--- src/hw/rtl/srms_pkg.sv ---
// Shared types and constants for the serial register mirror block.
package srms_pkg;

    localparam int unsigned DEVICE_COUNT_DEF = 16;
    localparam int unsigned MASK_W           = 16;
    localparam int unsigned RES_DEPTH        = 3;

    localparam logic [7:0] MARKER_BYTE  = 8'hff;
    localparam logic [7:0] MAG_INVALID  = 8'hff;
    localparam logic [7:0] MAG_TX_CLAMP = 8'hfe;
    localparam logic [3:0] FIELD_BAD    = 4'hf;

    typedef enum logic [1:0] {
        ACT_RX_BYTE   = 2'd0,
        ACT_SET_LOCAL = 2'd1,
        ACT_SCAN      = 2'd2,
        ACT_READ      = 2'd3
    } action_t;

    typedef enum logic [1:0] {
        KIND_TX_BYTE  = 2'd0,
        KIND_READ     = 2'd1,
        KIND_ACCEPTED = 2'd2,
        KIND_REJECTED = 2'd3
    } kind_t;

    typedef enum logic [1:0] {
        PH_HUNT = 2'd0,
        PH_ADDR = 2'd1,
        PH_MAG  = 2'd2
    } phase_t;

    typedef struct packed {
        action_t    action;
        logic [7:0] rx_byte;
        logic [3:0] device;
        logic [3:0] mode;
        logic [7:0] magnitude;
    } cmd_t;

    typedef struct packed {
        kind_t      out_kind;
        logic [7:0] tx_byte;
        logic [3:0] remote_mode;
        logic [7:0] remote_magnitude;
        logic [3:0] local_mode;
        logic [7:0] local_magnitude;
        logic       bad_device;
        logic       bad_mode;
        logic       bad_magnitude;
        logic       last;
    } res_t;

endpackage

--- src/hw/rtl/srms_cmd_if.sv ---
// Input item channel: valid/ready handshake with the command fields.
interface srms_cmd_if;
    logic              valid;
    logic              ready;
    srms_pkg::action_t action;
    logic [7:0]        rx_byte;
    logic [3:0]        device;
    logic [3:0]        mode;
    logic [7:0]        magnitude;

    modport source (output valid, action, rx_byte, device, mode, magnitude, input ready);
    modport sink   (input valid, action, rx_byte, device, mode, magnitude, output ready);
endinterface

--- src/hw/rtl/srms_res_if.sv ---
// Result item channel: valid/ready handshake with the result fields.
interface srms_res_if;
    logic            valid;
    logic            ready;
    srms_pkg::kind_t out_kind;
    logic [7:0]      tx_byte;
    logic [3:0]      remote_mode;
    logic [7:0]      remote_magnitude;
    logic [3:0]      local_mode;
    logic [7:0]      local_magnitude;
    logic            bad_device;
    logic            bad_mode;
    logic            bad_magnitude;
    logic            last;

    modport source (output valid, out_kind, tx_byte, remote_mode, remote_magnitude,
                    local_mode, local_magnitude, bad_device, bad_mode, bad_magnitude,
                    last, input ready);
    modport sink   (input valid, out_kind, tx_byte, remote_mode, remote_magnitude,
                    local_mode, local_magnitude, bad_device, bad_mode, bad_magnitude,
                    last, output ready);
endinterface

--- src/hw/rtl/serial_register_mirror_sync.sv ---
// Top level of the serial register mirror: parser, scanner and mirror tables.
//
//  Channel  | Direction | Handshake    | Contents
//  ---------+-----------+--------------+---------------------------------------------
//  cmd      | in        | valid/ready  | action, rx_byte, device, mode, magnitude
//  res      | out       | valid/ready  | out_kind, tx_byte, copies, error flags, last
//  cfg      | in        | write enable | writable_mask (16 bits), no read-back
//
// An accepted item sits in the input register and is processed as soon as the result
// buffer can take its results. Items with zero or one result flow at one item per cycle
// while the result side does not stall; a scan tick that transmits a packet leaves three
// results, so the next item waits until the three-entry result buffer has drained to its
// last entry. The result buffer delivers one item per cycle while res.ready is high.
// Reset (rst_n low, asynchronous) clears all four tables, the parser and the scan
// pointer at once; no clearing pass is needed. A stalled result side backs up into the
// input register and then drops cmd.ready.
module serial_register_mirror_sync #(
    parameter int unsigned DEVICE_COUNT = srms_pkg::DEVICE_COUNT_DEF
) (
    input  logic                          clk,
    input  logic                          rst_n,
    srms_cmd_if.sink                      cmd,
    srms_res_if.source                    res,
    input  logic                          cfg_wr_en,
    input  logic [srms_pkg::MASK_W-1:0]   cfg_wr_data
);

    // Table index width; the device field itself is always four bits wide.
    localparam int unsigned IDX_W = (DEVICE_COUNT > 1) ? $clog2(DEVICE_COUNT) : 1;
    localparam logic [4:0]  DEV_LIMIT = 5'(DEVICE_COUNT);

    // Mirror tables, one entry per device.
    logic [3:0] rmode_reg [DEVICE_COUNT];
    logic [7:0] rmag_reg  [DEVICE_COUNT];
    logic [3:0] lmode_reg [DEVICE_COUNT];
    logic [7:0] lmag_reg  [DEVICE_COUNT];

    // Parser, scanner and configuration state.
    srms_pkg::phase_t            phase_reg, phase_next;
    logic [7:0]                  held_reg, held_next;
    logic [3:0]                  scan_ptr_reg, scan_ptr_next;
    logic [srms_pkg::MASK_W-1:0] mask_reg;

    // Input register.
    logic           item_valid_reg;
    srms_pkg::cmd_t item_reg;

    // Result buffer; entry 0 is presented on the output channel.
    srms_pkg::res_t res_buf_reg [srms_pkg::RES_DEPTH];
    logic [1:0]     pend_reg;

    // Outcome of processing the held item.
    srms_pkg::res_t new_res [srms_pkg::RES_DEPTH];
    logic [1:0]     new_cnt;

    // Table write ports.
    logic             rwr_en, lwr_en;
    logic [IDX_W-1:0] rwr_idx, lwr_idx;
    logic [3:0]       rwr_mode, lwr_mode;
    logic [7:0]       rwr_mag, lwr_mag;

    logic fire;
    logic pop;

    // Scan pointer cleanup: anything outside one to DEVICE_COUNT-1 acts as one.
    logic       scan_ok;
    logic [3:0] scan_p;
    logic [4:0] scan_inc;
    logic [3:0] scan_nx;

    // Read side: one address per cycle, chosen by the action.
    logic [3:0] rd_dev;
    logic       rd_in_range;
    logic [3:0] rd_rmode, rd_lmode;
    logic [7:0] rd_rmag, rd_lmag;

    // Packet fields from the held address byte.
    logic [3:0] pkt_dev, pkt_mode;
    logic       bad_dev, bad_mode, bad_mag;
    logic [7:0] tx_mag;

    assign pop  = res.valid && res.ready;
    assign fire = item_valid_reg && ((pend_reg == 2'd0) || ((pend_reg == 2'd1) && pop));
    assign cmd.ready = !item_valid_reg || fire;

    assign scan_ok  = (scan_ptr_reg != 4'd0) && ({1'b0, scan_ptr_reg} < DEV_LIMIT);
    assign scan_p   = scan_ok ? scan_ptr_reg : 4'd1;
    assign scan_inc = {1'b0, scan_p} + 5'd1;
    assign scan_nx  = (scan_inc >= DEV_LIMIT) ? 4'd1 : scan_inc[3:0];

    assign rd_dev      = (item_reg.action == srms_pkg::ACT_SCAN) ? scan_p : item_reg.device;
    assign rd_in_range = ({1'b0, rd_dev} < DEV_LIMIT);
    assign rd_rmode    = rd_in_range ? rmode_reg[rd_dev[IDX_W-1:0]] : 4'd0;
    assign rd_rmag     = rd_in_range ? rmag_reg[rd_dev[IDX_W-1:0]]  : 8'd0;
    assign rd_lmode    = rd_in_range ? lmode_reg[rd_dev[IDX_W-1:0]] : 4'd0;
    assign rd_lmag     = rd_in_range ? lmag_reg[rd_dev[IDX_W-1:0]]  : 8'd0;

    assign pkt_dev  = held_reg[7:4];
    assign pkt_mode = held_reg[3:0];
    assign bad_dev  = (pkt_dev == srms_pkg::FIELD_BAD);
    assign bad_mode = (pkt_mode == srms_pkg::FIELD_BAD);
    assign bad_mag  = (item_reg.rx_byte == srms_pkg::MAG_INVALID);
    assign tx_mag   = (rd_lmag == srms_pkg::MAG_INVALID) ? srms_pkg::MAG_TX_CLAMP : rd_lmag;

    // Processing of the held item. State updates are only committed when fire is high.
    always_comb
    begin
        for (int k = 0; k < srms_pkg::RES_DEPTH; k++)
        begin
            new_res[k] = '0;
        end
        new_cnt       = 2'd0;
        phase_next    = phase_reg;
        held_next     = held_reg;
        scan_ptr_next = scan_ptr_reg;
        rwr_en        = 1'b0;
        rwr_idx       = pkt_dev[IDX_W-1:0];
        rwr_mode      = pkt_mode;
        rwr_mag       = item_reg.rx_byte;
        lwr_en        = 1'b0;
        lwr_idx       = rd_dev[IDX_W-1:0];
        lwr_mode      = item_reg.mode;
        lwr_mag       = item_reg.magnitude;

        unique case (item_reg.action)
            srms_pkg::ACT_RX_BYTE:
            begin
                unique case (phase_reg)
                    srms_pkg::PH_ADDR:
                    begin
                        held_next  = item_reg.rx_byte;
                        phase_next = srms_pkg::PH_MAG;
                    end
                    srms_pkg::PH_MAG:
                    begin
                        // Packet complete: report it and update the remote copy if valid.
                        phase_next      = srms_pkg::PH_HUNT;
                        new_cnt         = 2'd1;
                        new_res[0].last = 1'b1;
                        if (bad_dev || bad_mode || bad_mag)
                        begin
                            new_res[0].out_kind      = srms_pkg::KIND_REJECTED;
                            new_res[0].bad_device    = bad_dev;
                            new_res[0].bad_mode      = bad_mode;
                            new_res[0].bad_magnitude = bad_mag;
                        end
                        else
                        begin
                            rwr_en = ({1'b0, pkt_dev} < DEV_LIMIT);
                            new_res[0].out_kind         = srms_pkg::KIND_ACCEPTED;
                            new_res[0].remote_mode      = pkt_mode;
                            new_res[0].remote_magnitude = item_reg.rx_byte;
                        end
                    end
                    default:
                    begin
                        phase_next = (item_reg.rx_byte == srms_pkg::MARKER_BYTE)
                                     ? srms_pkg::PH_ADDR : srms_pkg::PH_HUNT;
                    end
                endcase
            end
            srms_pkg::ACT_SET_LOCAL:
            begin
                lwr_en = rd_in_range;
            end
            srms_pkg::ACT_SCAN:
            begin
                scan_ptr_next = scan_nx;
                if ((rd_lmode != rd_rmode) || (rd_lmag != rd_rmag))
                begin
                    if (!mask_reg[scan_p])
                    begin
                        // Not writable: the remote side wins.
                        lwr_en   = 1'b1;
                        lwr_mode = rd_rmode;
                        lwr_mag  = rd_rmag;
                    end
                    else
                    begin
                        // Writable: push the local values as a three-byte packet.
                        new_cnt            = 2'd3;
                        new_res[0].tx_byte = srms_pkg::MARKER_BYTE;
                        new_res[1].tx_byte = {scan_p, rd_lmode};
                        new_res[2].tx_byte = tx_mag;
                        new_res[2].last    = 1'b1;
                    end
                end
            end
            srms_pkg::ACT_READ:
            begin
                new_cnt                     = 2'd1;
                new_res[0].out_kind         = srms_pkg::KIND_READ;
                new_res[0].remote_mode      = rd_rmode;
                new_res[0].remote_magnitude = rd_rmag;
                new_res[0].local_mode       = rd_lmode;
                new_res[0].local_magnitude  = rd_lmag;
                new_res[0].last             = 1'b1;
            end
        endcase
    end

    // Control and table state.
    always_ff @(posedge clk or negedge rst_n)
    begin
        if (!rst_n)
        begin
            phase_reg      <= srms_pkg::PH_HUNT;
            held_reg       <= 8'd0;
            scan_ptr_reg   <= 4'd1;
            mask_reg       <= '0;
            item_valid_reg <= 1'b0;
            pend_reg       <= 2'd0;
            for (int d = 0; d < DEVICE_COUNT; d++)
            begin
                rmode_reg[d] <= 4'd0;
                rmag_reg[d]  <= 8'd0;
                lmode_reg[d] <= 4'd0;
                lmag_reg[d]  <= 8'd0;
            end
        end
        else
        begin
            if (cfg_wr_en)
            begin
                mask_reg <= cfg_wr_data;
            end

            if (cmd.valid && cmd.ready)
            begin
                item_valid_reg <= 1'b1;
            end
            else if (fire)
            begin
                item_valid_reg <= 1'b0;
            end

            if (fire)
            begin
                pend_reg <= new_cnt;
            end
            else if (pop)
            begin
                pend_reg <= pend_reg - 2'd1;
            end

            if (fire)
            begin
                phase_reg    <= phase_next;
                held_reg     <= held_next;
                scan_ptr_reg <= scan_ptr_next;
                if (rwr_en)
                begin
                    rmode_reg[rwr_idx] <= rwr_mode;
                    rmag_reg[rwr_idx]  <= rwr_mag;
                end
                if (lwr_en)
                begin
                    lmode_reg[lwr_idx] <= lwr_mode;
                    lmag_reg[lwr_idx]  <= lwr_mag;
                end
            end
        end
    end

    // Payload registers: the held item and the result buffer.
    always_ff @(posedge clk)
    begin
        if (cmd.valid && cmd.ready)
        begin
            item_reg.action    <= cmd.action;
            item_reg.rx_byte   <= cmd.rx_byte;
            item_reg.device    <= cmd.device;
            item_reg.mode      <= cmd.mode;
            item_reg.magnitude <= cmd.magnitude;
        end

        if (fire)
        begin
            for (int k = 0; k < srms_pkg::RES_DEPTH; k++)
            begin
                res_buf_reg[k] <= new_res[k];
            end
        end
        else if (pop)
        begin
            for (int k = 0; k < srms_pkg::RES_DEPTH - 1; k++)
            begin
                res_buf_reg[k] <= res_buf_reg[k + 1];
            end
        end
    end

    assign res.valid            = (pend_reg != 2'd0);
    assign res.out_kind         = res_buf_reg[0].out_kind;
    assign res.tx_byte          = res_buf_reg[0].tx_byte;
    assign res.remote_mode      = res_buf_reg[0].remote_mode;
    assign res.remote_magnitude = res_buf_reg[0].remote_magnitude;
    assign res.local_mode       = res_buf_reg[0].local_mode;
    assign res.local_magnitude  = res_buf_reg[0].local_magnitude;
    assign res.bad_device       = res_buf_reg[0].bad_device;
    assign res.bad_mode         = res_buf_reg[0].bad_mode;
    assign res.bad_magnitude    = res_buf_reg[0].bad_magnitude;
    assign res.last             = res_buf_reg[0].last;

endmodule

--- src/flat_wrapper.sv ---
// flat-port wrapper written by rule: the top's interface ports become plain ports
module serial_register_mirror_sync_flat 
#(
    parameter int unsigned DEVICE_COUNT = srms_pkg::DEVICE_COUNT_DEF
)
  (clk, rst_n, cfg_wr_en, cfg_wr_data, cmd_valid, cmd_action, cmd_rx_byte, cmd_device, cmd_mode, cmd_magnitude, cmd_ready, res_valid, res_out_kind, res_tx_byte, res_remote_mode, res_remote_magnitude, res_local_mode, res_local_magnitude, res_bad_device, res_bad_mode, res_bad_magnitude, res_last, res_ready);
  srms_cmd_if cmd_i ();
  srms_res_if res_i ();
  input  logic clk;
  input  logic rst_n;
  input  logic cfg_wr_en;
  input  logic [srms_pkg::MASK_W-1:0] cfg_wr_data;
  input wire logic [$bits(cmd_i.valid)-1:0] cmd_valid;
  input wire logic [$bits(cmd_i.action)-1:0] cmd_action;
  input wire logic [$bits(cmd_i.rx_byte)-1:0] cmd_rx_byte;
  input wire logic [$bits(cmd_i.device)-1:0] cmd_device;
  input wire logic [$bits(cmd_i.mode)-1:0] cmd_mode;
  input wire logic [$bits(cmd_i.magnitude)-1:0] cmd_magnitude;
  output wire logic [$bits(cmd_i.ready)-1:0] cmd_ready;
  output wire logic [$bits(res_i.valid)-1:0] res_valid;
  output wire logic [$bits(res_i.out_kind)-1:0] res_out_kind;
  output wire logic [$bits(res_i.tx_byte)-1:0] res_tx_byte;
  output wire logic [$bits(res_i.remote_mode)-1:0] res_remote_mode;
  output wire logic [$bits(res_i.remote_magnitude)-1:0] res_remote_magnitude;
  output wire logic [$bits(res_i.local_mode)-1:0] res_local_mode;
  output wire logic [$bits(res_i.local_magnitude)-1:0] res_local_magnitude;
  output wire logic [$bits(res_i.bad_device)-1:0] res_bad_device;
  output wire logic [$bits(res_i.bad_mode)-1:0] res_bad_mode;
  output wire logic [$bits(res_i.bad_magnitude)-1:0] res_bad_magnitude;
  output wire logic [$bits(res_i.last)-1:0] res_last;
  input wire logic [$bits(res_i.ready)-1:0] res_ready;
  assign cmd_i.valid = cmd_valid;
  assign cmd_i.action = cmd_action;
  assign cmd_i.rx_byte = cmd_rx_byte;
  assign cmd_i.device = cmd_device;
  assign cmd_i.mode = cmd_mode;
  assign cmd_i.magnitude = cmd_magnitude;
  assign cmd_ready = cmd_i.ready;
  assign res_valid = res_i.valid;
  assign res_out_kind = res_i.out_kind;
  assign res_tx_byte = res_i.tx_byte;
  assign res_remote_mode = res_i.remote_mode;
  assign res_remote_magnitude = res_i.remote_magnitude;
  assign res_local_mode = res_i.local_mode;
  assign res_local_magnitude = res_i.local_magnitude;
  assign res_bad_device = res_i.bad_device;
  assign res_bad_mode = res_i.bad_mode;
  assign res_bad_magnitude = res_i.bad_magnitude;
  assign res_last = res_i.last;
  assign res_i.ready = res_ready;
  serial_register_mirror_sync #(.DEVICE_COUNT(DEVICE_COUNT)) u_core (.clk(clk), .rst_n(rst_n), .cmd(cmd_i), .res(res_i), .cfg_wr_en(cfg_wr_en), .cfg_wr_data(cfg_wr_data));
endmodule
--- config.mk ---
export PLATFORM = sky130hd
export DESIGN_NAME = serial_register_mirror_sync_flat
export DESIGN_NICKNAME = d
export VERILOG_FILES = /design/src/hw/rtl/srms_pkg.sv /design/src/hw/rtl/srms_cmd_if.sv /design/src/hw/rtl/srms_res_if.sv /design/src/hw/rtl/serial_register_mirror_sync.sv /design/src/flat_wrapper.sv
export SDC_FILE = /design/constraint.sdc
export NUM_CORES = 1
export LEC_CHECK = 0
export BUFFER_PORTS_ARGS = -buffer_cell sky130_fd_sc_hd__buf_2
export CAP_MARGIN = 20
export CORE_UTILIZATION = 40
export CTS_CLUSTER_SIZE = 8
export DETAILED_ROUTE_END_ITERATION = 6
export PLACE_DENSITY = 0.58
export SYNTH_ARGS = -nofsm -noshare
export SYNTH_HDL_FRONTEND = slang
export SYNTH_SLANG_ARGS = --single-unit
--- constraint.sdc ---
create_clock -name clk -period 8.5 [get_ports clk]
set_input_delay 2.125 -clock clk [delete_from_list [all_inputs] [get_ports clk]]
set_output_delay 2.125 -clock clk [all_outputs]
set_load 0.05 [all_outputs]
* Word-level counts from Yosys, hierarchy flattened *
Memory sizes are Yosys's and may differ from the RTL's.
Index checks and enable logic that the tools add are counted.

word-level totals
  register bits = 443
  RAM bits = 114
  bits of input ports = 47
  word-level logic and storage cells = 205
  memories kept = 1

memories
  memory              depth  bits a word  rd ports  clocked after memory_dff  wr ports  line                               source
  u_core.res_buf_reg  3      38           3         0                         3         serial_register_mirror_sync.sv:49  srms_pkg::res_t res_buf_reg [srms_pkg::RES_DEPTH];

operators by class
  $add $sub $neg = 2
  magnitude comparators = 6
  eq/ne operators = 12
  muxes and demuxes = 82
  bitwise logic cells = 4
  reduce and logical (&&, ||, !) cells = 23

operators by type and width
  cell                                                                    number
  128-bit bitwise mux                                                     2
  8-bit 2-to-1 mux                                                        19
  64-bit bitwise mux                                                      2
  38-bit 2-to-1 mux                                                       2
  8-bit binary-select mux with 4-bit select                               2
  8-bit demux with 4-bit select                                           2
  4-bit 2-to-1 mux                                                        13
  12-bit 2-to-1 mux                                                       3
  4-bit binary-select mux with 4-bit select                               2
  4-bit demux with 4-bit select                                           2
  12-bit case mux with 2 select lines                                     1
  1-bit 2-to-1 mux                                                        19
  8-bit equality test (second input constant)                             2
  5-bit greater-or-equal comparator (second input constant)               3
  5-bit by 1-bit < comparator with 1-bit output (second input constant)   2
  2-bit 2-to-1 mux                                                        5
  4-bit NOT with 5-bit output                                             2
  4-bit equality test (second input constant)                             2
  8-bit != test                                                           1
  2-bit case mux with 2 select lines                                      2
  2-bit AND reduction                                                     4
  2-bit by 1-bit equality test with 1-bit output (second input constant)  3
  2-bit equality test (second input constant)                             3
  1-bit logical AND                                                       6
  other kinds (15)                                                        25

* Longest topological paths before layout *
  word-level depth = 12
  gate-level depth with buffers = 20
  depth with buffers taken out = 13

* Least setup slack after synthesis *
No wires, ideal clock.

  path kind = input port to output port
  start point = in res_ready
  end point = out cmd_ready
  data arrival time = 2.593 ns
  required time = 6.375 ns
  slack = 3.782 ns
  stages = 2
  buffers on the path = 0
  path through = a21oi_1 -> nand2_1

on the way
  longest elaborated chain between the ends = 5

ends and longest elaborated chain
  item               line                               source
  start, declared    flat_wrapper.sv:31                 input wire logic [$bits(res_i.ready)-1:0] res_ready;
  1-bit logical AND  serial_register_mirror_sync.sv:82  assign pop = res.valid && res.ready;
  1-bit logical AND  serial_register_mirror_sync.sv:83  assign fire = item_valid_reg && ((pend_reg == 2'd0) || ((pend_reg == 2'd1) && pop));
  1-bit logical OR   serial_register_mirror_sync.sv:83
  1-bit logical AND  serial_register_mirror_sync.sv:83
  1-bit logical OR   serial_register_mirror_sync.sv:84  assign cmd.ready = !item_valid_reg || fire;
  end, declared      flat_wrapper.sv:19                 output wire logic [$bits(cmd_i.ready)-1:0] cmd_ready;

Every way passes these cells.

* Worst setup path in the final report *
  start point = reg u_core.item_reg[24] in the netlist's numbering
  end point = reg u_core.lmode_reg[33] in the netlist's numbering

on the way
  longest elaborated chain between the ends = 11

ends and longest elaborated chain
  item                                                                           line                                                                   source
  start, declared                                                                serial_register_mirror_sync.sv:46                                      srms_pkg::cmd_t item_reg;
  2-bit equality test                                                            serial_register_mirror_sync.sv:91, serial_register_mirror_sync.sv:125
  4-bit 2-to-1 mux                                                               serial_register_mirror_sync.sv:91                                      assign rd_dev = (item_reg.action == srms_pkg::ACT_SCAN) ? scan_p : item_reg.device;
  4-bit NOT with 5-bit output (implied by the code)                              --
  8-bit binary-select mux with 4-bit select (tied with other cells)              serial_register_mirror_sync.sv:96                                      assign rd_lmag = rd_in_range ? lmag_reg[rd_dev[IDX_W-1:0]] : 8'd0;
  8-bit 2-to-1 mux (implied by the code) (tied with other cells) (2 in a row)    serial_register_mirror_sync.sv:96
  8-bit != test / 4-bit != test (equally long branches)                          serial_register_mirror_sync.sv:169                                     if ((rd_lmode != rd_rmode) || (rd_lmag != rd_rmag))
  1-bit logical OR                                                               serial_register_mirror_sync.sv:169
  1-bit 2-to-1 mux / 4-bit 2-to-1 mux (equally long branches)                    serial_register_mirror_sync.sv:169
  1-bit case mux with 2 select lines / 4-bit 2-to-1 mux (equally long branches)  serial_register_mirror_sync.sv:125                                     unique case (item_reg.action)
  2-bit AND reduction (no line) / 64-bit bitwise mux (equally long branches)     --
  end signal, assigned by index                                                  serial_register_mirror_sync.sv:258                                     lmode_reg[lwr_idx] <= lwr_mode;
  end, declared                                                                  serial_register_mirror_sync.sv:35                                      logic [3:0] lmode_reg [DEVICE_COUNT];

Several ways; a longest one is shown, not always the timed one. The select of a mux whose other input is x is not followed.
A chain may end at the register's enable or synchronous reset.

==> impl_results.md <==
* Worst-path clk slew at around 0.050 ns
* Routability Congestion at ~0.86
* Vias in the first global route at approximately 16000
* Final non-filler cell total at between 2000 and 3000
* Vias per cell at 5.721
* Hold Vio Cnt, Final at 0
* Placed instance count at ~2700
* Mux cell area share after synthesis at 0.1542
* Worst min path class: reg -> reg
* Hold Buf Count CTS at 0
* CP Launch Point: u_core.item_reg[24]
* # port buffers at between 80 and 90
* CP dominant cell by count: buf_4
* Crit Reg-Reg Endpoint: u_core.lmode_reg[33]
* CTS Buf Count at slightly above 70
* Area delta synth->final at 12.83%
* Worst path cell trace: inv_1 > ha_1 > or4b_4 > and2_2 > buf_4 > nand2_1 > o22ai_1 > nor4_2 > xnor2_1 > nand3_1 > o41ai_4 > o21ai_4 > buf_4 > and2_1 > a2bb2oi_1
* Final ANT Viol Nets at 0
* Die Y at about 240 um
* Detail Placement HPWL at ~42000 um
* Minimum clock period at around 6.8 ns
* Routed WL at 65600 um
* CP peak stage delay at ~0.90 ns
* Max transition margin at 0.2973
* Global-route wire length before repair at between 100000 and 150000 um
* Largest family of logic cells by synthesized area: multiplexers
* Drt initial violations at roughly 1300
* R2R depth at 15
* Synth Area in XOR/XNOR at 0.004942
* Setup TNS Final at 0 ns
* HP Start: u_core.rmag_reg[6]
* Die ar. at just under 60000 um2
* Mapped Cells at 2031
* Initial antenna violation count at 1
* Standby leakage power at 0.01197 uW
* Fin crit share at 0.7955
* Clk buf depth at 3
* Required @ worst endpoint at 9.01 ns
* GRT Residual Overflow at 0
* Die width at 242.0 um
* Average size of a mapped cell at ~11 um2
* Netlist cell types at 56
* Util after Layout at 0.4592
* Post-synth top area share at 0.4518
* Clock latency on the worst-skew pair at around 0.6 ns
* EDFF count, synth at ~80
* Fin Clk Skew at 0.01717 ns
* Synth warnings at 0
* CTS-repair resized insts at 0
* First-pass detailed-route iteration total at 5
* Core Box Area at ~57000 um2
* WP data arrival at around 7.3 ns
* Worst hold stages at 0
* TritonCTS clock tree: yes
* VDD IR-drop max at between 0.3 and 0.4 mV
* Synth Cell Area at approximately 23000 um2
* Ant diodes at 0
* Delay-heaviest family, CP: simple AND/OR/NAND/NOR gates
* Root Driver: clkbuf_16
* Via count at approximately 16000
* Hold Path End: u_core.rmag_reg[6]
* Nets at between 2000 and 2500
* R2r setup slk at about 1.7 ns
* Register area share after synthesis at 0.5598
* Synth area leader: dfrtp_1
* Wire per inst at 23.17 um
* Share of layout cells above drive strength 1 at 0.2434
* Syn_nets at ~2100
* Overall fraction of global-route tracks in use at 0.2255
* Core Rows at 87
* PD cells at around 340 nW/um2
* Setup bufs post-CTS at 0
* Drt drc at 0
* Critical path launch point type: flip-flop
* Total clock sinks at roughly 500
* Fmax at roughly 150 MHz
* Slowest-stage cell, CP: nor4_2
* H-Tree Depth at 3
* Post-synthesis compound-gate area fraction at 0.1128
* Yosys reg bits at 499
* Top cells by area, synth: dfrtp_1, mux2_2, edfxtp_1
* Synth Flop Type: dfrtp_1
* Async SR Flop Fraction at 0.8357
* IO Pins at between 80 and 90
* # setup viols final at 0
* Setup repair after global routing missed its margin: false
* Adder-Cell Fraction of Synth Area at 0.004888
* CP Buf/Inv Count at 3
* Largest net degree at the start of global routing at 178
* Tightest Pin Transition at 1.054 ns
* Final Slew Violations at 0
* Maximum fanout along the worst path at 32
* CP Capture Type: flip-flop
* Max Cap Viol at 0
* Status: finished clean
* Initial cell density of the core at 0.4070
* RR Startpoint: u_core.item_reg[24]
* Simple-gate area share of the yosys netlist at 0.1163
* Kind of critical path: reg -> reg
cell usage after synthesis (3+ instances only):
cell and count:
a22oi_1 12, a311oi_1 5, nor3_1 12, o21ai_0 9, a2bb2oi_1 96, mux2i_4 10, mux2i_1 50, nand4_1 9
a31oi_1 5, a2111oi_0 3, edfxtp_1 82, buf_1 5, inv_1 11, o31ai_1 3, buf_2 38, buf_6 5
dfrtp_1 416, nor2b_1 10, a32o_1 9, mux2_2 223, clkbuf_1 107, a32oi_1 4, or4_1 3, o22ai_1 58
xnor2_1 13, nand3_1 40, nand2_1 279, nor4_1 20, a21oi_1 180, buf_4 48, and2_1 18, nand2b_1 18
nor2_1 161, and3_1 18, mux4_2 14, nor4_2 3, ha_1 9
metrics by stage:
| step | cell area (um2) | hold WS [ns] | total power, uW | worst slack [ns] |
|---|---|---|---|---|
| 6_report | 25990 | 0.3752 | 8862 | 1.739 |
| 5_1_grt | 25990 | 0.3824 | 9250 | 1.533 |
| 4_1_cts | 25990 | 0.3751 | 8887 | 1.790 |
| 3_5_place_dp | 23980 | 0.3640 | 6250 | 1.854 |
| 3_3_place_gp | 23950 | 0.3619 | 6194 | 1.430 |
| 2_1_floorplan | 23040 | 0.4240 | 5303 | 3.782 |
logic make-up (layout without fill, tap and decap cells):
kind of cell    count (synthesis)  after routing
mux                           297            297
simple gates                  602            602
flops                         499            499
fa+ha+maj                       9              9
xor+xnor                       13             13
compound gates                396            396
buf+inv                       215            259
worst max path at each step:
stage,to,cells after the start
global placement,u_core.lmode_reg[35],15
CTS,u_core.lmode_reg[33],15
detailed placement,u_core.lmode_reg[33],15
floorplan,cmd_ready,2
global route,u_core.lmag_reg[64],15
finish,u_core.lmode_reg[33],15
layout make-up:
class / instances / area, um2
Fill cell: 5190 / 30610
Inverter: 11 / 41.29
Sequential cell: 499 / 12900
Timing Repair Buffer: 143 / 893.4
Tap cell: 756 / 945.9
Clock inverter: 4 / 33.78
Clock buffer: 101 / 1974
Multi-Input combinational cell: 1317 / 9208
layer usage:
metal | GRT usage | share of wire
met1 | 0.3207 | 0.45
met3 | 0.04442 | 0.058
met4 | 0.06869 | 0.025
met5 | 0 | 0.00012
met2 | 0.3472 | 0.46
cell usage in the layout, fill, tap and decap left out, types with 18 or more instances in the layout:
cell / instances
edfxtp_1: 82
nand3_1: 40
a2bb2oi_1: 96
o22ai_1: 58
clkbuf_16: 75
buf_4: 48
buf_2: 90
clkbuf_1: 26
and3_1: 18
nor2_1: 160
mux2_2: 222
mux2i_1: 49
nand2_1: 279
a21oi_1: 180
dfrtp_1: 416
nand2b_1: 18
where the power goes:
part	total [uW]	internal, uW	switching [uW]	leakage [uW]
logic	2990	896	2090	0.00450
clock network	2610	1590	1020	0.000969
registers	3260	2960	301	0.00651
total	8860	5450	3410	0.0120
Note: power is estimated with default switching activity, not from simulation.
